File: src/hw/rtl/mtg_pkg.sv
// ----------------------------------------------------------------------------
// Multitouch tracker package
// Shared widths, operation and result codes, the CORDIC angle table and the
// command and status bundles between the controller and the datapath.
// ----------------------------------------------------------------------------
package mtg_pkg;

	localparam int SLOTS_DEF    = 10;
	localparam int SLOT_W       = 4;
	localparam int KIND_W       = 3;
	localparam int POS_W        = 16;
	localparam int SID_W        = 31;
	localparam int ANG_W        = 16;
	localparam int CNT_W        = 4;
	localparam int LIST_W       = 6;
	localparam int MOVE_W       = 17;
	localparam int GROW_W       = 18;
	localparam int ROOT_W       = 17;
	localparam int CORDIC_STEPS = 15;
	localparam int CORDIC_W     = 28;
	localparam int CORDIC_SCALE = 8;

	// Operation codes of an input item.
	localparam logic [1:0] OP_SET       = 2'd0;
	localparam logic [1:0] OP_ALIVE     = 2'd1;
	localparam logic [1:0] OP_ALIVE_END = 2'd2;
	localparam logic [1:0] OP_FRAME     = 2'd3;

	// Kinds of a result item.
	localparam logic [KIND_W-1:0] KIND_SET_DONE = 3'd0;
	localparam logic [KIND_W-1:0] KIND_SET_REJ  = 3'd1;
	localparam logic [KIND_W-1:0] KIND_REMOVED  = 3'd2;
	localparam logic [KIND_W-1:0] KIND_COUNT    = 3'd3;
	localparam logic [KIND_W-1:0] KIND_AGG      = 3'd4;

	// Destinations of the shared divider.
	localparam logic [2:0] DIV_CX  = 3'd0;
	localparam logic [2:0] DIV_CY  = 3'd1;
	localparam logic [2:0] DIV_MX  = 3'd2;
	localparam logic [2:0] DIV_MY  = 3'd3;
	localparam logic [2:0] DIV_ROT = 3'd4;

	// Arctangent of 2^-i in binary angle units.
	function automatic logic [ANG_W-1:0] atan_lut(input logic [3:0] i);
		logic [ANG_W-1:0] a;
		case (i)
			4'd0:    a = 16'd8192;
			4'd1:    a = 16'd4836;
			4'd2:    a = 16'd2555;
			4'd3:    a = 16'd1297;
			4'd4:    a = 16'd651;
			4'd5:    a = 16'd326;
			4'd6:    a = 16'd163;
			4'd7:    a = 16'd81;
			4'd8:    a = 16'd41;
			4'd9:    a = 16'd20;
			4'd10:   a = 16'd10;
			4'd11:   a = 16'd5;
			4'd12:   a = 16'd3;
			4'd13:   a = 16'd1;
			4'd14:   a = 16'd1;
			default: a = 16'd0;
		endcase
		return a;
	endfunction

	typedef struct packed {
		logic       capture;
		logic       idx_clr;
		logic       idx_inc;
		logic       acc_clr;
		logic       set_step;
		logic       set_commit;
		logic       alive_mark;
		logic       emit_count;
		logic       remove_step;
		logic       alive_clear;
		logic       agg_step;
		logic       div_start;
		logic [2:0] div_sel;
		logic       sq_start;
		logic       sq_prev;
		logic       cor_start;
		logic       cor_prev;
		logic       a1_keep;
		logic       rot_acc;
		logic       emit_agg;
	} mtg_cmd_t;

	typedef struct packed {
		logic idx_last;
		logic act_idx;
		logic pend_idx;
		logic out_full;
		logic cnt_zero;
		logic div_done;
		logic sq_done;
		logic cor_done;
	} mtg_sts_t;

endpackage

File: src/hw/rtl/mtg_cordic.sv
// ----------------------------------------------------------------------------
// CORDIC vectoring unit
// Returns the binary angle of a signed vector, one rotation step per cycle.
// ----------------------------------------------------------------------------
module mtg_cordic import mtg_pkg::*; (
	input  logic                     clk,
	input  logic                     arst_n,
	input  logic                     start,
	input  logic signed [POS_W:0]    vec_x,
	input  logic signed [POS_W:0]    vec_y,
	output logic                     done,
	output logic [ANG_W-1:0]         angle
);

	logic signed [CORDIC_W-1:0] x_q, y_q;
	logic [ANG_W-1:0]           z_q;
	logic [3:0]                 step_q;
	logic                       busy_q, done_q;
	logic                       neg;
	logic signed [POS_W:0]      ax, ay;
	logic signed [CORDIC_W-1:0] xs, ys;

	// Fold the left half plane onto the right one.
	always_comb begin
		neg = vec_x < 0;
		ax  = neg ? -vec_x : vec_x;
		ay  = neg ? -vec_y : vec_y;
		xs  = x_q >>> step_q;
		ys  = y_q >>> step_q;
	end

	// Control of the iteration.
	always_ff @(posedge clk or negedge arst_n) begin
		if (!arst_n) begin
			busy_q <= 1'b0;
			done_q <= 1'b0;
			step_q <= '0;
		end else begin
			done_q <= 1'b0;
			if (start) begin
				step_q <= '0;
				if (vec_x == 0 && vec_y == 0) begin
					busy_q <= 1'b0;
					done_q <= 1'b1;
				end else begin
					busy_q <= 1'b1;
				end
			end else if (busy_q) begin
				step_q <= step_q + 4'd1;
				if (step_q == 4'(CORDIC_STEPS - 1)) begin
					busy_q <= 1'b0;
					done_q <= 1'b1;
				end
			end
		end
	end

	// Rotation datapath; shifts round toward minus infinity.
	always_ff @(posedge clk) begin
		if (start) begin
			x_q <= CORDIC_W'(ax) <<< CORDIC_SCALE;
			y_q <= CORDIC_W'(ay) <<< CORDIC_SCALE;
			z_q <= neg ? 16'd32768 : 16'd0;
		end else if (busy_q) begin
			if (y_q > 0) begin
				x_q <= x_q + ys;
				y_q <= y_q - xs;
				z_q <= z_q + atan_lut(step_q);
			end else begin
				x_q <= x_q - ys;
				y_q <= y_q + xs;
				z_q <= z_q - atan_lut(step_q);
			end
		end
	end

	assign done  = done_q;
	assign angle = z_q;

endmodule

File: src/hw/rtl/mtg_datapath.sv
// ----------------------------------------------------------------------------
// Multitouch tracker datapath
// Slot table, frame accumulators, divider, square root, angle unit and the
// output register.
// ----------------------------------------------------------------------------
module mtg_datapath import mtg_pkg::*; #(
	parameter int SLOTS = SLOTS_DEF
) (
	input  logic                      clk,
	input  logic                      arst_n,
	input  mtg_cmd_t                  cmd,
	output mtg_sts_t                  sts,
	input  logic [SID_W-1:0]          session_id,
	input  logic [POS_W-1:0]          pos_x,
	input  logic [POS_W-1:0]          pos_y,
	output logic                      out_valid,
	input  logic                      out_ready,
	output logic [KIND_W-1:0]         kind,
	output logic [SLOT_W-1:0]         slot,
	output logic [POS_W-1:0]          out_x,
	output logic [POS_W-1:0]          out_y,
	output logic signed [MOVE_W-1:0]  move_x,
	output logic signed [MOVE_W-1:0]  move_y,
	output logic signed [GROW_W-1:0]  growth,
	output logic signed [ANG_W-1:0]   rotation,
	output logic [CNT_W-1:0]          contact_count,
	output logic                      last
);

	localparam int IW  = (SLOTS > 1) ? $clog2(SLOTS) : 1;
	localparam int CW  = $clog2(SLOTS + 1);
	localparam int DW  = POS_W + CW;
	localparam int DSW = $clog2(DW + 1);

	// Captured input item.
	logic [SID_W-1:0] sid_q;
	logic [POS_W-1:0] px_q, py_q;

	// Slot table.
	logic [SLOTS-1:0]     active_q, seen_q;
	logic [SID_W-1:0]     sess_q [SLOTS];
	logic [2*POS_W-1:0]   cur_q  [SLOTS];
	logic [2*POS_W-1:0]   prev_q [SLOTS];
	logic [LIST_W-1:0]    listed_q;

	logic [IW-1:0] idx_q, hit_idx_q, spare_idx_q, tgt;
	logic          hit_q, spare_q;

	// Frame accumulators.
	logic [CW-1:0]          cnt_q;
	logic [DW-1:0]          sx_q, sy_q;
	logic signed [DW:0]     dx_q, dy_q, rsum_q;
	logic [POS_W-1:0]       cminx_q, cmaxx_q, cminy_q, cmaxy_q;
	logic [POS_W-1:0]       pminx_q, pmaxx_q, pminy_q, pmaxy_q;
	logic [POS_W-1:0]       cx_q, cy_q;
	logic signed [MOVE_W-1:0] mx_q, my_q;
	logic signed [ANG_W-1:0]  rot_q;
	logic [ANG_W-1:0]       a1_q;

	// Divider.
	logic              div_busy_q, div_done_q;
	logic [DSW-1:0]    div_step_q;
	logic [CW-1:0]     div_rem_q;
	logic [DW-1:0]     div_quo_q;
	logic              div_neg_q;
	logic [2:0]        div_dst_q;
	logic [CW:0]       div_sh;
	logic [CW-1:0]     div_rem_nx;
	logic [DW-1:0]     div_quo_nx;
	logic signed [DW:0] div_res;
	logic signed [DW:0] div_src;
	logic              div_src_neg;

	// Square root.
	logic [4:0]               sq_step_q;
	logic [2*POS_W:0]         sq_v_q;
	logic [ROOT_W-1:0]        sq_r_q, sq_trial, sq_r_nx, sq_a;
	logic                     sq_prev_q, sq_done_q, sq_sel;
	logic [2*ROOT_W-1:0]      sq_prod;
	logic [POS_W-1:0]         sq_w, sq_h;
	logic signed [GROW_W-1:0] gr_q;

	// Angle unit.
	logic                   cor_done;
	logic [ANG_W-1:0]       cor_angle;
	logic signed [POS_W:0]  cor_x, cor_y;
	logic [ANG_W-1:0]       rot_d;

	// Output register and the fields loaded into it.
	logic                     out_valid_q;
	logic                     emit_any;
	logic [KIND_W-1:0]        kind_d;
	logic [SLOT_W-1:0]        slot_d;
	logic [POS_W-1:0]         ox_d, oy_d;
	logic signed [MOVE_W-1:0] mx_d, my_d;
	logic signed [GROW_W-1:0] gr_d;
	logic signed [ANG_W-1:0]  rotation_d;
	logic [CNT_W-1:0]         cnt_d;
	logic                     last_d;

	logic [POS_W-1:0]      x1, y1, x0, y0;
	logic signed [POS_W:0] ddx, ddy;
	logic [SLOTS-1:0]      pend;
	logic                  pend_after;

	// Fields of the slot under the scan index.
	always_comb begin
		x1  = cur_q[idx_q][POS_W-1:0];
		y1  = cur_q[idx_q][2*POS_W-1:POS_W];
		x0  = prev_q[idx_q][POS_W-1:0];
		y0  = prev_q[idx_q][2*POS_W-1:POS_W];
		ddx = $signed({1'b0, x1}) - $signed({1'b0, x0});
		ddy = $signed({1'b0, y1}) - $signed({1'b0, y0});
		tgt = hit_q ? hit_idx_q : spare_idx_q;
	end

	// Slots to free at alive end, and whether one lies above the index.
	always_comb begin
		pend       = active_q & ~seen_q;
		pend_after = 1'b0;
		for (int j = 0; j < SLOTS; j++) begin
			if (IW'(j) > idx_q && pend[j]) begin
				pend_after = 1'b1;
			end
		end
	end

	// Input capture and scan index.
	always_ff @(posedge clk) begin
		if (cmd.capture) begin
			sid_q <= session_id;
			px_q  <= pos_x;
			py_q  <= pos_y;
		end
	end

	always_ff @(posedge clk or negedge arst_n) begin
		if (!arst_n) begin
			idx_q <= '0;
		end else if (cmd.idx_clr) begin
			idx_q <= '0;
		end else if (cmd.idx_inc) begin
			idx_q <= idx_q + 1'b1;
		end
	end

	// Slot flags and the listed id count.
	always_ff @(posedge clk or negedge arst_n) begin
		if (!arst_n) begin
			active_q <= '0;
			seen_q   <= '0;
			listed_q <= '0;
		end else begin
			if (cmd.set_commit && !hit_q && spare_q) begin
				active_q[tgt] <= 1'b1;
				seen_q[tgt]   <= 1'b0;
			end
			if (cmd.alive_mark) begin
				for (int j = 0; j < SLOTS; j++) begin
					if (active_q[j] && sess_q[j] == sid_q) begin
						seen_q[j] <= 1'b1;
					end
				end
				if (listed_q != {LIST_W{1'b1}}) begin
					listed_q <= listed_q + 1'b1;
				end
			end
			if (cmd.remove_step) begin
				active_q[idx_q] <= 1'b0;
			end
			if (cmd.alive_clear) begin
				seen_q   <= '0;
				listed_q <= '0;
			end
		end
	end

	// Slot contents.
	always_ff @(posedge clk) begin
		if (cmd.set_commit) begin
			if (hit_q) begin
				prev_q[tgt] <= cur_q[tgt];
				cur_q[tgt]  <= {py_q, px_q};
			end else if (spare_q) begin
				sess_q[tgt] <= sid_q;
				cur_q[tgt]  <= {py_q, px_q};
				prev_q[tgt] <= {py_q, px_q};
			end
		end
	end

	// Set lookup: first matching slot, else highest free slot.
	always_ff @(posedge clk or negedge arst_n) begin
		if (!arst_n) begin
			hit_q   <= 1'b0;
			spare_q <= 1'b0;
		end else if (cmd.acc_clr) begin
			hit_q   <= 1'b0;
			spare_q <= 1'b0;
		end else if (cmd.set_step && !hit_q) begin
			if (active_q[idx_q] && sess_q[idx_q] == sid_q) begin
				hit_q <= 1'b1;
			end else if (!active_q[idx_q]) begin
				spare_q <= 1'b1;
			end
		end
	end

	always_ff @(posedge clk) begin
		if (cmd.set_step && !hit_q) begin
			if (active_q[idx_q] && sess_q[idx_q] == sid_q) begin
				hit_idx_q <= idx_q;
			end else if (!active_q[idx_q]) begin
				spare_idx_q <= idx_q;
			end
		end
	end

	// Frame sums, extents and rotation sum.
	always_ff @(posedge clk) begin
		if (cmd.acc_clr) begin
			cnt_q   <= '0;
			sx_q    <= '0;
			sy_q    <= '0;
			dx_q    <= '0;
			dy_q    <= '0;
			rsum_q  <= '0;
			cminx_q <= '1;
			cminy_q <= '1;
			pminx_q <= '1;
			pminy_q <= '1;
			cmaxx_q <= '0;
			cmaxy_q <= '0;
			pmaxx_q <= '0;
			pmaxy_q <= '0;
		end else begin
			if (cmd.agg_step && active_q[idx_q]) begin
				cnt_q <= cnt_q + 1'b1;
				sx_q  <= sx_q + DW'(x1);
				sy_q  <= sy_q + DW'(y1);
				dx_q  <= dx_q + (DW+1)'(ddx);
				dy_q  <= dy_q + (DW+1)'(ddy);
				if (x1 < cminx_q) cminx_q <= x1;
				if (x1 > cmaxx_q) cmaxx_q <= x1;
				if (y1 < cminy_q) cminy_q <= y1;
				if (y1 > cmaxy_q) cmaxy_q <= y1;
				if (x0 < pminx_q) pminx_q <= x0;
				if (x0 > pmaxx_q) pmaxx_q <= x0;
				if (y0 < pminy_q) pminy_q <= y0;
				if (y0 > pmaxy_q) pmaxy_q <= y0;
			end
			if (cmd.rot_acc) begin
				rsum_q <= rsum_q + (DW+1)'($signed(rot_d));
			end
		end
	end

	// Divider operand selection and one restoring step.
	always_comb begin
		case (cmd.div_sel)
			DIV_CX:  div_src = $signed({1'b0, sx_q});
			DIV_CY:  div_src = $signed({1'b0, sy_q});
			DIV_MX:  div_src = dx_q;
			DIV_MY:  div_src = dy_q;
			default: div_src = rsum_q;
		endcase
		div_src_neg = div_src < 0;
		div_sh      = {div_rem_q, div_quo_q[DW-1]};
		if (div_sh >= {1'b0, cnt_q}) begin
			div_rem_nx = CW'(div_sh - {1'b0, cnt_q});
			div_quo_nx = {div_quo_q[DW-2:0], 1'b1};
		end else begin
			div_rem_nx = div_sh[CW-1:0];
			div_quo_nx = {div_quo_q[DW-2:0], 1'b0};
		end
		div_res = div_neg_q ? -$signed({1'b0, div_quo_nx}) : $signed({1'b0, div_quo_nx});
		rot_d   = cor_angle - a1_q;
	end

	always_ff @(posedge clk or negedge arst_n) begin
		if (!arst_n) begin
			div_busy_q <= 1'b0;
			div_done_q <= 1'b0;
			div_step_q <= '0;
		end else begin
			div_done_q <= 1'b0;
			if (cmd.div_start) begin
				div_busy_q <= 1'b1;
				div_step_q <= '0;
			end else if (div_busy_q) begin
				div_step_q <= div_step_q + 1'b1;
				if (div_step_q == DSW'(DW - 1)) begin
					div_busy_q <= 1'b0;
					div_done_q <= 1'b1;
				end
			end
		end
	end

	always_ff @(posedge clk) begin
		if (cmd.div_start) begin
			div_rem_q <= '0;
			div_quo_q <= div_src_neg ? DW'(-div_src) : DW'(div_src);
			div_neg_q <= div_src_neg;
			div_dst_q <= cmd.div_sel;
		end else if (div_busy_q) begin
			div_rem_q <= div_rem_nx;
			div_quo_q <= div_quo_nx;
			if (div_step_q == DSW'(DW - 1)) begin
				case (div_dst_q)
					DIV_CX:  cx_q  <= div_res[POS_W-1:0];
					DIV_CY:  cy_q  <= div_res[POS_W-1:0];
					DIV_MX:  mx_q  <= div_res[MOVE_W-1:0];
					DIV_MY:  my_q  <= div_res[MOVE_W-1:0];
					default: rot_q <= div_res[ANG_W-1:0];
				endcase
			end
		end
	end

	// Square root of the squared diagonal, one result bit per cycle.
	always_comb begin
		sq_sel   = cmd.sq_start ? cmd.sq_prev : sq_prev_q;
		sq_w     = sq_sel ? pmaxx_q - pminx_q : cmaxx_q - cminx_q;
		sq_h     = sq_sel ? pmaxy_q - pminy_q : cmaxy_q - cminy_q;
		sq_trial = sq_r_q | (ROOT_W'(1) << (sq_step_q - 5'd1));
		if (cmd.sq_start) begin
			sq_a = ROOT_W'(sq_w);
		end else if (sq_step_q == 5'(ROOT_W + 1)) begin
			sq_a = ROOT_W'(sq_h);
		end else begin
			sq_a = sq_trial;
		end
		sq_prod = sq_a * sq_a;
		sq_r_nx = (sq_prod <= (2*ROOT_W)'(sq_v_q)) ? sq_trial : sq_r_q;
	end

	always_ff @(posedge clk or negedge arst_n) begin
		if (!arst_n) begin
			sq_step_q <= '0;
			sq_done_q <= 1'b0;
		end else begin
			sq_done_q <= 1'b0;
			if (cmd.sq_start) begin
				sq_step_q <= 5'(ROOT_W + 1);
			end else if (sq_step_q != '0) begin
				sq_step_q <= sq_step_q - 5'd1;
				if (sq_step_q == 5'd1) begin
					sq_done_q <= 1'b1;
				end
			end
		end
	end

	always_ff @(posedge clk) begin
		if (cmd.sq_start) begin
			sq_v_q    <= (2*POS_W+1)'(sq_prod);
			sq_r_q    <= '0;
			sq_prev_q <= cmd.sq_prev;
		end else if (sq_step_q == 5'(ROOT_W + 1)) begin
			sq_v_q <= sq_v_q + (2*POS_W+1)'(sq_prod);
		end else if (sq_step_q != '0) begin
			sq_r_q <= sq_r_nx;
			if (sq_step_q == 5'd1) begin
				if (sq_prev_q) begin
					gr_q <= gr_q - $signed({1'b0, sq_r_nx});
				end else begin
					gr_q <= $signed({1'b0, sq_r_nx});
				end
			end
		end
	end

	// Vector from the centroid to the previous or current position.
	always_comb begin
		if (cmd.cor_prev) begin
			cor_x = $signed({1'b0, x0}) - $signed({1'b0, cx_q});
			cor_y = $signed({1'b0, y0}) - $signed({1'b0, cy_q});
		end else begin
			cor_x = $signed({1'b0, x1}) - $signed({1'b0, cx_q});
			cor_y = $signed({1'b0, y1}) - $signed({1'b0, cy_q});
		end
	end

	mtg_cordic u_cordic (
		.clk    (clk),
		.arst_n (arst_n),
		.start  (cmd.cor_start),
		.vec_x  (cor_x),
		.vec_y  (cor_y),
		.done   (cor_done),
		.angle  (cor_angle)
	);

	always_ff @(posedge clk) begin
		if (cmd.a1_keep) begin
			a1_q <= cor_angle;
		end
	end

	// Fields of the next result item.
	always_comb begin
		emit_any   = cmd.set_commit || cmd.emit_count || cmd.remove_step || cmd.emit_agg;
		kind_d     = KIND_COUNT;
		slot_d     = '0;
		ox_d       = '0;
		oy_d       = '0;
		mx_d       = '0;
		my_d       = '0;
		gr_d       = '0;
		rotation_d = '0;
		cnt_d      = '0;
		last_d     = 1'b1;
		if (cmd.set_commit) begin
			if (hit_q || spare_q) begin
				kind_d = KIND_SET_DONE;
				slot_d = SLOT_W'(tgt);
				ox_d   = px_q;
				oy_d   = py_q;
			end else begin
				kind_d = KIND_SET_REJ;
			end
		end else if (cmd.emit_count) begin
			cnt_d  = (listed_q > LIST_W'(15)) ? 4'd15 : listed_q[CNT_W-1:0];
			last_d = pend == '0;
		end else if (cmd.remove_step) begin
			kind_d = KIND_REMOVED;
			slot_d = SLOT_W'(idx_q);
			last_d = !pend_after;
		end else if (cmd.emit_agg) begin
			kind_d     = KIND_AGG;
			ox_d       = cx_q;
			oy_d       = cy_q;
			mx_d       = mx_q;
			my_d       = my_q;
			gr_d       = gr_q;
			rotation_d = rot_q;
		end
	end

	// Output register.
	always_ff @(posedge clk or negedge arst_n) begin
		if (!arst_n) begin
			out_valid_q <= 1'b0;
		end else if (emit_any) begin
			out_valid_q <= 1'b1;
		end else if (out_ready) begin
			out_valid_q <= 1'b0;
		end
	end

	always_ff @(posedge clk) begin
		if (emit_any) begin
			kind          <= kind_d;
			slot          <= slot_d;
			out_x         <= ox_d;
			out_y         <= oy_d;
			move_x        <= mx_d;
			move_y        <= my_d;
			growth        <= gr_d;
			rotation      <= rotation_d;
			contact_count <= cnt_d;
			last          <= last_d;
		end
	end

	assign out_valid = out_valid_q;

	always_comb begin
		sts.idx_last = idx_q == IW'(SLOTS - 1);
		sts.act_idx  = active_q[idx_q];
		sts.pend_idx = pend[idx_q];
		sts.out_full = out_valid_q;
		sts.cnt_zero = cnt_q == '0;
		sts.div_done = div_done_q;
		sts.sq_done  = sq_done_q;
		sts.cor_done = cor_done;
	end

endmodule

File: src/hw/rtl/mtg_ctrl.sv
// ----------------------------------------------------------------------------
// Multitouch tracker controller
// Sequences slot scans, the divider, square root and angle unit per item.
// ----------------------------------------------------------------------------
module mtg_ctrl import mtg_pkg::*; (
	input  logic       clk,
	input  logic       arst_n,
	input  logic       in_valid,
	output logic       in_ready,
	input  logic [1:0] operation,
	input  mtg_sts_t   sts,
	output mtg_cmd_t   cmd
);

	localparam logic [4:0] S_IDLE   = 5'd0;
	localparam logic [4:0] S_SET    = 5'd1;
	localparam logic [4:0] S_SET_WR = 5'd2;
	localparam logic [4:0] S_ALIVE  = 5'd3;
	localparam logic [4:0] S_CNT    = 5'd4;
	localparam logic [4:0] S_REM    = 5'd5;
	localparam logic [4:0] S_ACLR   = 5'd6;
	localparam logic [4:0] S_AGG    = 5'd7;
	localparam logic [4:0] S_CHK    = 5'd8;
	localparam logic [4:0] S_DCX    = 5'd9;
	localparam logic [4:0] S_DCY    = 5'd10;
	localparam logic [4:0] S_DMX    = 5'd11;
	localparam logic [4:0] S_DMY    = 5'd12;
	localparam logic [4:0] S_SQC    = 5'd13;
	localparam logic [4:0] S_SQP    = 5'd14;
	localparam logic [4:0] S_ROT    = 5'd15;
	localparam logic [4:0] S_C0     = 5'd16;
	localparam logic [4:0] S_C1     = 5'd17;
	localparam logic [4:0] S_DR     = 5'd18;
	localparam logic [4:0] S_WR     = 5'd19;
	localparam logic [4:0] S_EMIT   = 5'd20;

	logic [4:0] state_q, state_nx;

	always_ff @(posedge clk or negedge arst_n) begin
		if (!arst_n) begin
			state_q <= S_IDLE;
		end else begin
			state_q <= state_nx;
		end
	end

	assign in_ready = state_q == S_IDLE;

	// Next state and commands.
	always_comb begin
		cmd      = '0;
		state_nx = state_q;
		case (state_q)
			S_IDLE: begin
				if (in_valid) begin
					cmd.capture = 1'b1;
					cmd.idx_clr = 1'b1;
					cmd.acc_clr = 1'b1;
					case (operation)
						OP_SET:       state_nx = S_SET;
						OP_ALIVE:     state_nx = S_ALIVE;
						OP_ALIVE_END: state_nx = S_CNT;
						default:      state_nx = S_AGG;
					endcase
				end
			end
			S_SET: begin
				cmd.set_step = 1'b1;
				if (sts.idx_last) begin
					state_nx = S_SET_WR;
				end else begin
					cmd.idx_inc = 1'b1;
				end
			end
			S_SET_WR: begin
				if (!sts.out_full) begin
					cmd.set_commit = 1'b1;
					state_nx       = S_IDLE;
				end
			end
			S_ALIVE: begin
				cmd.alive_mark = 1'b1;
				state_nx       = S_IDLE;
			end
			S_CNT: begin
				if (!sts.out_full) begin
					cmd.emit_count = 1'b1;
					state_nx       = S_REM;
				end
			end
			S_REM: begin
				if (!sts.pend_idx || !sts.out_full) begin
					cmd.remove_step = sts.pend_idx;
					if (sts.idx_last) begin
						state_nx = S_ACLR;
					end else begin
						cmd.idx_inc = 1'b1;
					end
				end
			end
			S_ACLR: begin
				cmd.alive_clear = 1'b1;
				state_nx        = S_IDLE;
			end
			S_AGG: begin
				cmd.agg_step = 1'b1;
				if (sts.idx_last) begin
					state_nx = S_CHK;
				end else begin
					cmd.idx_inc = 1'b1;
				end
			end
			S_CHK: begin
				if (sts.cnt_zero) begin
					state_nx = S_IDLE;
				end else begin
					cmd.div_start = 1'b1;
					cmd.div_sel   = DIV_CX;
					state_nx      = S_DCX;
				end
			end
			S_DCX: begin
				if (sts.div_done) begin
					cmd.div_start = 1'b1;
					cmd.div_sel   = DIV_CY;
					state_nx      = S_DCY;
				end
			end
			S_DCY: begin
				if (sts.div_done) begin
					cmd.div_start = 1'b1;
					cmd.div_sel   = DIV_MX;
					state_nx      = S_DMX;
				end
			end
			S_DMX: begin
				if (sts.div_done) begin
					cmd.div_start = 1'b1;
					cmd.div_sel   = DIV_MY;
					state_nx      = S_DMY;
				end
			end
			S_DMY: begin
				if (sts.div_done) begin
					cmd.sq_start = 1'b1;
					state_nx     = S_SQC;
				end
			end
			S_SQC: begin
				if (sts.sq_done) begin
					cmd.sq_start = 1'b1;
					cmd.sq_prev  = 1'b1;
					state_nx     = S_SQP;
				end
			end
			S_SQP: begin
				if (sts.sq_done) begin
					cmd.idx_clr = 1'b1;
					state_nx    = S_ROT;
				end
			end
			S_ROT: begin
				if (sts.act_idx) begin
					cmd.cor_start = 1'b1;
					cmd.cor_prev  = 1'b1;
					state_nx      = S_C0;
				end else if (sts.idx_last) begin
					state_nx = S_DR;
				end else begin
					cmd.idx_inc = 1'b1;
				end
			end
			S_C0: begin
				if (sts.cor_done) begin
					cmd.a1_keep   = 1'b1;
					cmd.cor_start = 1'b1;
					state_nx      = S_C1;
				end
			end
			S_C1: begin
				if (sts.cor_done) begin
					cmd.rot_acc = 1'b1;
					if (sts.idx_last) begin
						state_nx = S_DR;
					end else begin
						cmd.idx_inc = 1'b1;
						state_nx    = S_ROT;
					end
				end
			end
			S_DR: begin
				cmd.div_start = 1'b1;
				cmd.div_sel   = DIV_ROT;
				state_nx      = S_WR;
			end
			S_WR: begin
				if (sts.div_done) begin
					state_nx = S_EMIT;
				end
			end
			S_EMIT: begin
				if (!sts.out_full) begin
					cmd.emit_agg = 1'b1;
					state_nx     = S_IDLE;
				end
			end
			default: begin
				state_nx = S_IDLE;
			end
		endcase
	end

endmodule

File: src/hw/rtl/multitouch_tracker_gesture_top.sv
// A set and an alive end each scan all slots, and each waits while the output register is full.
// A frame end scans the slots, then runs the serial divider and root, and the CORDIC unit
// for each active slot.
// One item is worked at a time; a new item is taken while a result waits in the output.
// Reset clears the slot flags, the listed count and all control; slot ids and
// positions are undefined until a slot is claimed.
// ----------------------------------------------------------------------------
// Multitouch tracker top level
// Contact slot table with alive handling and frame gesture aggregates.
// ----------------------------------------------------------------------------
module multitouch_tracker_gesture_top import mtg_pkg::*; #(
	parameter int SLOTS = SLOTS_DEF
) (
	input  logic                      clk,
	input  logic                      arst_n,
	input  logic                      in_valid,
	output logic                      in_ready,
	input  logic [1:0]                operation,
	input  logic [SID_W-1:0]          session_id,
	input  logic [POS_W-1:0]          pos_x,
	input  logic [POS_W-1:0]          pos_y,
	output logic                      out_valid,
	input  logic                      out_ready,
	output logic [KIND_W-1:0]         kind,
	output logic [SLOT_W-1:0]         slot,
	output logic [POS_W-1:0]          out_x,
	output logic [POS_W-1:0]          out_y,
	output logic signed [MOVE_W-1:0]  move_x,
	output logic signed [MOVE_W-1:0]  move_y,
	output logic signed [GROW_W-1:0]  growth,
	output logic signed [ANG_W-1:0]   rotation,
	output logic [CNT_W-1:0]          contact_count,
	output logic                      last
);

	mtg_cmd_t cmd;
	mtg_sts_t sts;

	mtg_ctrl u_ctrl (
		.clk       (clk),
		.arst_n    (arst_n),
		.in_valid  (in_valid),
		.in_ready  (in_ready),
		.operation (operation),
		.sts       (sts),
		.cmd       (cmd)
	);

	mtg_datapath #(
		.SLOTS (SLOTS)
	) u_datapath (
		.clk           (clk),
		.arst_n        (arst_n),
		.cmd           (cmd),
		.sts           (sts),
		.session_id    (session_id),
		.pos_x         (pos_x),
		.pos_y         (pos_y),
		.out_valid     (out_valid),
		.out_ready     (out_ready),
		.kind          (kind),
		.slot          (slot),
		.out_x         (out_x),
		.out_y         (out_y),
		.move_x        (move_x),
		.move_y        (move_y),
		.growth        (growth),
		.rotation      (rotation),
		.contact_count (contact_count),
		.last          (last)
	);

endmodule
File: config.mk
export PLATFORM = sky130hd
export DESIGN_NAME = multitouch_tracker_gesture_top
export DESIGN_NICKNAME = d
export VERILOG_FILES = /design/src/hw/rtl/mtg_pkg.sv /design/src/hw/rtl/mtg_cordic.sv /design/src/hw/rtl/mtg_datapath.sv /design/src/hw/rtl/mtg_ctrl.sv /design/src/hw/rtl/multitouch_tracker_gesture_top.sv
export SDC_FILE = /design/constraint.sdc
export NUM_CORES = 2
export LEC_CHECK = 0
export ABC_AREA = 0
export CAP_MARGIN = 20
export CORE_MARGIN = 2
export CORE_UTILIZATION = 50
export DETAILED_ROUTE_END_ITERATION = 10
export DONT_BUFFER_PORTS = 1
export HOLD_SLACK_MARGIN = 0.08
export MAX_ROUTING_LAYER = met4
export PLACE_DENSITY = 0.65
export SYNTH_ARGS = -nofsm -noshare
export SYNTH_HDL_FRONTEND = slang
export SYNTH_HIERARCHICAL = 1
export SYNTH_SLANG_ARGS = --single-unit
File: constraint.sdc
create_clock -name clk -period 15.59 [get_ports clk]
set_input_delay 3.118 -clock clk [delete_from_list [all_inputs] [get_ports clk]]
set_output_delay 3.118 -clock clk [all_outputs]
set_load 0.01 [all_outputs]
After elaboration in Yosys (flattened, before gate mapping)
Memories as Yosys holds them, arrays and structs flattened.
Cells that the tools add are included.
{"block": "classes", "mux": 196, "shift": 3, "multipliers": 1, "n_lt_le_gt_ge": 28, "div": 0, "n_addsub": 35, "n_bitwise": 18, "n_reduce_logical": 82, "eq_ne": 64}
{"operator": "16-bit two-way mux", "count": 22}
{"operator": "31-bit == test", "count": 11}
{"operator": "28-bit two-way mux", "count": 6}
{"operator": "17-bit two-way mux", "count": 9}
{"operator": "5-bit two-way mux", "count": 23}
{"operator": "16-bit by 16-bit subtractor with 17-bit output", "count": 6}
{"operator": "16-bit subtractor", "count": 6}
{"operator": "5-bit one-hot mux with 18 select lines", "count": 1}
{"operator": "1-bit two-way mux", "count": 86}
{"operator": "21-bit one-hot mux with 4 select lines", "count": 1}
{"operator": "33-bit two-way mux", "count": 2}
{"operator": "16-bit > comparator", "count": 4}
{"operator": "32-bit logical NOT", "count": 2}
{"operator": "16-bit < comparator", "count": 4}
{"operator": "32-bit two-way mux", "count": 2}
{"operator": "4-bit two-way mux", "count": 16}
{"operator": "20-bit two-way mux", "count": 3}
{"operator": "28-bit adder", "count": 2}
{"operator": "28-bit by 4-bit >>> shifter with 28-bit output", "count": 2}
{"operator": "28-bit subtractor", "count": 2}
{"operator": "17-bit negator", "count": 3}
{"operator": "10-bit two-way mux", "count": 5}
{"operator": "21-bit by 17-bit adder with 21-bit output", "count": 2}
{"operator": "20-bit by 16-bit adder with 20-bit output", "count": 2}
{"operator": "other kinds (69)", "count": 205}
{"block": "word_totals", "n_memories": 5, "word_cells": 497, "romBits": 448, "reg_bits": 742, "mem_bits_rw": 950, "latch_bits": 0, "out_inout_bits": 114}
{"name": "u_datapath.cur_q", "words": 10, "width": 32, "read_ports": 2, "rd_clocked_by_memory_dff": 0, "wr": 1, "line_no": "mtg_datapath.sv:42", "rtl": "logic [2*POS_W-1:0] cur_q [SLOTS];"}
{"name": "u_datapath.prev_q", "words": 10, "width": 32, "read_ports": 1, "rd_clocked_by_memory_dff": 0, "wr": 1, "line_no": "mtg_datapath.sv:43", "rtl": "logic [2*POS_W-1:0] prev_q [SLOTS];"}
{"name": "u_datapath.sess_q", "words": 10, "width": 31, "read_ports": 11, "rd_clocked_by_memory_dff": 0, "wr": 1, "line_no": "mtg_datapath.sv:41", "rtl": "logic [SID_W-1:0] sess_q [SLOTS];"}
{"name": "(no name shown)", "words": 16, "width": 14, "read_ports": 1, "rd_clocked_by_memory_dff": 0, "wr": 0, "line_no": "mtg_pkg.sv:46", "rtl": "case (i)"}
{"name": "(no name shown)", "words": 16, "width": 14, "read_ports": 1, "rd_clocked_by_memory_dff": 0, "wr": 0, "line_no": "mtg_pkg.sv:46"}

Longest topological paths before layout
{"block": "logic_depth", "depth_word": 16, "mapped_depth": 67, "mapped_depth_nobuf": 66}

Hierarchy
The synthesis kept the hierarchy.
{"module": "mtg_datapath", "n_inst": 1, "seq_area_each_um2": 51099.0, "cells_each": 8246, "area_each_um2": 100127.3}
{"module": "mtg_cordic", "n_inst": 1, "seq_area_each_um2": 2152.1, "cells_each": 1420, "area_each_um2": 11969.0}
{"module": "mtg_ctrl", "n_inst": 1, "seq_area_each_um2": 125.1, "cells_each": 118, "area_each_um2": 849.6}

Least setup slack after synthesis
No wires, ideal clock.
{"block": "synth_path", "kind": "register to register", "from": "register u_datapath.cmaxy_q[0]", "to": "register u_datapath.gr_q[17] (data pin)", "synth_period_minus_slack_ps": 13425, "t_arrival_ps": 13159, "setup_ps": 266, "t_required_ps": 15324, "path_stages_with_launch": 63, "setup_slack_ps": 2165, "cell_sequence": "dfxtp_1 -> inv_1 -> ha_1 -> inv_1 -> fa_1 -> a21o_1 -> a21oi_1 -> o21ai_0 -> a21oi_1 -> o21bai_1 -> a21oi_1 -> o21bai_1 -> a2111oi_0 -> o41ai_1 -> xnor2_1 -> a311o_1 -> a21oi_1 -> buf_2 -> (+27 left out) -> a21oi_1 -> and2_1 -> a21oi_1 -> ha_1 -> nor2b_1 -> o21ai_0 -> nand2b_1 -> and2_1 -> o21ai_0 -> o21ai_0 -> a21oi_1 -> a211oi_1 -> a221oi_2 -> a211oi_2 -> o31ai_2 -> o21ai_1 -> xor2_1 -> nor2_1"}
{"block": "synth_via", "elab_chain_cells": 8}
{"element": "start, declared", "line_no": "mtg_datapath.sv:53", "rtl": "logic [POS_W-1:0] cminx_q, cmaxx_q, cminy_q, cmaxy_q;"}
{"element": "start signal, assigned", "line_no": "mtg_datapath.sv:246", "rtl": "if (y1 > cmaxy_q) cmaxy_q <= y1;"}
{"element": "16-bit subtractor", "line_no": "mtg_datapath.sv:325", "rtl": "sq_h = sq_sel ? pmaxy_q - pminy_q : cmaxy_q - cminy_q;"}
{"element": "16-bit two-way mux", "line_no": "mtg_datapath.sv:325"}
{"element": "17-bit two-way mux", "line_no": "mtg_datapath.sv:329", "rtl": "end else if (sq_step_q == 5'(ROOT_W + 1)) begin"}
{"element": "17-bit two-way mux", "line_no": "mtg_datapath.sv:327", "rtl": "if (cmd.sq_start) begin"}
{"element": "17-bit by 17-bit multiplier with 34-bit output", "line_no": "mtg_datapath.sv:334", "rtl": "sq_prod = sq_a * sq_a;"}
{"element": "34-bit by 33-bit less-or-equal comparator with 1-bit output", "line_no": "mtg_datapath.sv:335", "rtl": "sq_r_nx = (sq_prod <= (2*ROOT_W)'(sq_v_q)) ? sq_trial : sq_r_q;"}
{"element": "17-bit two-way mux", "line_no": "mtg_datapath.sv:335"}
{"element": "18-bit subtractor", "line_no": "mtg_datapath.sv:366", "rtl": "gr_q <= gr_q - $signed({1'b0, sq_r_nx});"}
{"element": "end signal, assigned", "line_no": "mtg_datapath.sv:366"}
{"element": "end signal, assigned", "line_no": "mtg_datapath.sv:368", "rtl": "gr_q <= $signed({1'b0, sq_r_nx});"}
{"element": "end, declared", "line_no": "mtg_datapath.sv:81", "rtl": "logic signed [GROW_W-1:0] gr_q;"}
No other way between the ends.
A chain may end at the register's enable or synchronous reset.

Final worst setup path
{"block": "layout_path", "from": "register u_datapath.cminx_q[0]", "to": "register u_datapath.gr_q[17] (data pin)"}
{"block": "layout_via", "elab_chain_cells": 7}
{"element": "start, declared", "line_no": "mtg_datapath.sv:53"}
{"element": "start signal, assigned", "line_no": "mtg_datapath.sv:228", "rtl": "cminx_q <= '1;"}
{"element": "start signal, assigned", "line_no": "mtg_datapath.sv:243", "rtl": "if (x1 < cminx_q) cminx_q <= x1;"}
{"element": "16-bit subtractor", "line_no": "mtg_datapath.sv:324", "rtl": "sq_w = sq_sel ? pmaxx_q - pminx_q : cmaxx_q - cminx_q;"}
{"element": "16-bit two-way mux", "line_no": "mtg_datapath.sv:324"}
{"element": "17-bit two-way mux", "line_no": "mtg_datapath.sv:327"}
{"element": "17-bit by 17-bit multiplier with 34-bit output", "line_no": "mtg_datapath.sv:334"}
{"element": "34-bit by 33-bit less-or-equal comparator with 1-bit output", "line_no": "mtg_datapath.sv:335"}
{"element": "17-bit two-way mux", "line_no": "mtg_datapath.sv:335"}
{"element": "18-bit subtractor", "line_no": "mtg_datapath.sv:366"}
No other way between the ends.

==> flow_metrics.env <==
export IMPL_period_share=0.953
export IMPL_setup_worst_path_end_class="flop"
export IMPL_die_area_sq_um=230000
export IMPL_vias=80000
export IMPL_final_common_cell="edfxtp_1"
export IMPL_cts_sink_count=1878
export IMPL_gp_congestion=0.971
export IMPL_syn_mean_instance_area_sq_um=11.5
export IMPL_cp_buffers_inverters=7
export IMPL_synth_area_sq_um=113000
export IMPL_grt_pass1_vias=77000
export IMPL_dp_hpwl_microns=244000
export IMPL_antenna_found_initial=17
export IMPL_first_iter_violations=9059
export IMPL_grt_pass1_wl_microns=507000
export IMPL_yosysUniqueCellTypes=120
export IMPL_place_ws_ps=286
export IMPL_arrival_ps=15430
export IMPL_setup_viol=0
export IMPL_die_w_microns=479
export IMPL_track_usage=0.303
export IMPL_netlist_instances=9784
export IMPL_crit_path_max_incr_delay_ps=640
export IMPL_max_slew_margin=0.186
export IMPL_ys_async_sr_fraction=0.0304
export IMPL_status="finished clean"
export IMPL_placedCellCount=12600
export IMPL_fin_cells=13000
export IMPL_fin_tns_setup_ps=0
export IMPL_worstSetupStartpointType="flop"
export IMPL_wl_microns=345000
export IMPL_die_h_microns=479
export IMPL_max_cap_viol_count=0
export IMPL_synth_seq_cells=1878
export IMPL_slew_violations=0
export IMPL_vias_per_cell=6.18
export IMPL_wl_per_cell_microns=26.7
export IMPL_synthXorXnorAreaFrac=0.0586
export IMPL_required_ps=16160
export IMPL_clock_latency_ps=920
export IMPL_worst_slew_pin_slew_ps=1210
export IMPL_synth_compound_area_frac=0.106
export IMPL_synth_mux_area_frac=0.110
export IMPL_fin_skew_ps=120
export IMPL_clk_pin_slew_worst_paths_ps=60
export IMPL_core_sq_um=225000
export IMPL_area_growth_pct=10.0
export IMPL_cpLargestDelayFamily="compound AO/OA/AOI/OAI gates"
export IMPL_slowest_stage="fa_1"
export IMPL_drive_gt1_frac=0.112
export IMPL_rsz0062_at_grt="false"
export IMPL_yosys_warnings=6
export IMPL_grt_overflow_total=0
export IMPL_finalCriticalPeriod_ps=14860
export IMPL_yosysSeqAreaShare=0.473
export IMPL_synthAdderAreaFrac=0.109
export IMPL_synth_top_family_by_area="multiplexers"
export IMPL_htree_levels=4
export IMPL_cp_max_fo=13
export IMPL_rows=174
export IMPL_start_util=0.503
export IMPL_final_cell_mix="1,548 x edfxtp_1, 817 x nor2_1, 704 x inv_1, 648 x ha_1, 581 x nand2_1"
export IMPL_min_path_type="reg2reg"
export IMPL_cpMostUsedCell="fa_1"
export IMPL_drc=0
export IMPL_fin_hold_ws_ps=473
export IMPL_clockBufferDepth=3
export IMPL_portBuffers=0
export IMPL_fin_nets=10700
export IMPL_syn_nets=10700
export IMPL_yosys_area_share_simple=0.102
export IMPL_synth_flop_cell="edfxtp_1"
export IMPL_numCtsBuffers=204
export IMPL_cts_tree="done"
export IMPL_synth_edf_count=1548
export IMPL_detail_route_antenna_nets=0
export IMPL_worst_setup_path_type="reg2reg"
export IMPL_dr_pass1_iters=8
export IMPL_hold_viol=0
export IMPL_worst_slack_ps=732
export IMPL_grt_max_degree=152
export IMPL_io_pins=183
export IMPL_fmax_ghz=0.0673
export IMPL_cts_root_buf="clkbuf_16"
==> stage by stage <==
step / util / instance area [sq um]
CTS: 0.552 / 124000
global route: 0.553 / 124000
detailed placement: 0.521 / 117000
finish: 0.553 / 124000
global placement: 0.521 / 117000
floorplan: - / 113000
==> sequential cells by signal, indices dropped and copies added, names as in the netlist, 18 cells and up <==
register	count
u_datapath/sess_q	496
u_datapath/cur_q	320
u_datapath/prev_q	320
u_datapath/sq_v_q	33
u_datapath/sid_q	31
u_datapath/u_cordic/x_q	28
u_datapath/u_cordic/y_q	28
u_datapath/dx_q	21
u_datapath/dy_q	21
u_datapath/rsum_q	21
u_datapath/div_quo_q	20
u_datapath/sx_q	20
u_datapath/sy_q	20
u_datapath/gr_q	18
u_datapath/growth	18
==> cell families (layout without fill, tap and decap cells) <==
family / Yosys count / after routing
buffers and inverters: 1169 / 1340
other: 0 / 14
muxes: 825 / 825
and+or+nand+nor: 2434 / 2434
xor gates and xnor gates: 756 / 756
AOI/OAI and AO/OA: 1863 / 1863
adders and majority gates: 859 / 859
DFF: 1878 / 1878
==> worst register-to-register path: cells and delay by family, from the launching register on <==
family	cells	cell delay (ps)
AOI/OAI and AO/OA	29	6400
adders and majority gates	11	4790
muxes	1	160
and+or+nand+nor	9	1460
buffers and inverters	7	1010
xor gates and xnor gates	3	400
DFF	1	370
==> final timing paths <==
kind,from,end,slack [ps],cells past startpoint
min reg2reg,u_datapath/sx_q[11],u_datapath/sx_q[11],470,2
max in group asynchronous,arst_n,u_datapath/u_cordic/busy_q,13370,0
max reg2reg,u_datapath/cminx_q[0],u_datapath/gr_q[17],730,60
min in group asynchronous,arst_n,u_datapath/listed_q[4],1950,0
min,u_datapath/sx_q[11],u_datapath/sx_q[11],470,2
max,u_datapath/cminx_q[0],u_datapath/gr_q[17],730,60
==> synth_stat cells (270+ instances only) <==
| library cell | n | area (sq um) |
|---|---|---|
| ha_1 | 648 | 8110 |
| mux2i_1 | 408 | 4080 |
| nand2_1 | 586 | 2200 |
| inv_1 | 708 | 2660 |
| edfxtp_1 | 1548 | 46500 |
| o21ai_0 | 338 | 1690 |
| mux4_2 | 326 | 7340 |
| nor2_1 | 843 | 3160 |
| dfxtp_1 | 273 | 5470 |
| xnor2_1 | 497 | 4350 |
| clkbuf_1 | 270 | 1010 |
| a21oi_1 | 574 | 2870 |
==> what timing repair did <==
item,CTS,global route
buffers inserted,0,3
setup endpoints to repair,0,9
hold buffers,0,0
gates resized for setup,0,19
==> area by class of cell <==
cell class                      count  area, sq um
Antenna cell                       14         35.0
Timing Repair Buffer              234         1870
Tap cell                         2992         3740
Fill cell                       18800       100000
Inverter                          720         2710
Sequential cell                  1878        53400
Clock buffer                      248         5320
Multi-Input combinational cell   6737        55500
Clock inverter                    138         1680
==> routing by layer <==
metal | up-vias | track usage | wire [microns]
met5 | - | - | 0
met4 | 0 | 0.116 | 15000
li1 | 35900 | - | -
met3 | 580 | 0.0477 | 27600
met2 | 3327 | 0.458 | 156000
met1 | 40300 | 0.414 | 147000
Power is not shown: default switching activity piles up to over one toggle a cycle in this logic, so the estimate is an artifact.
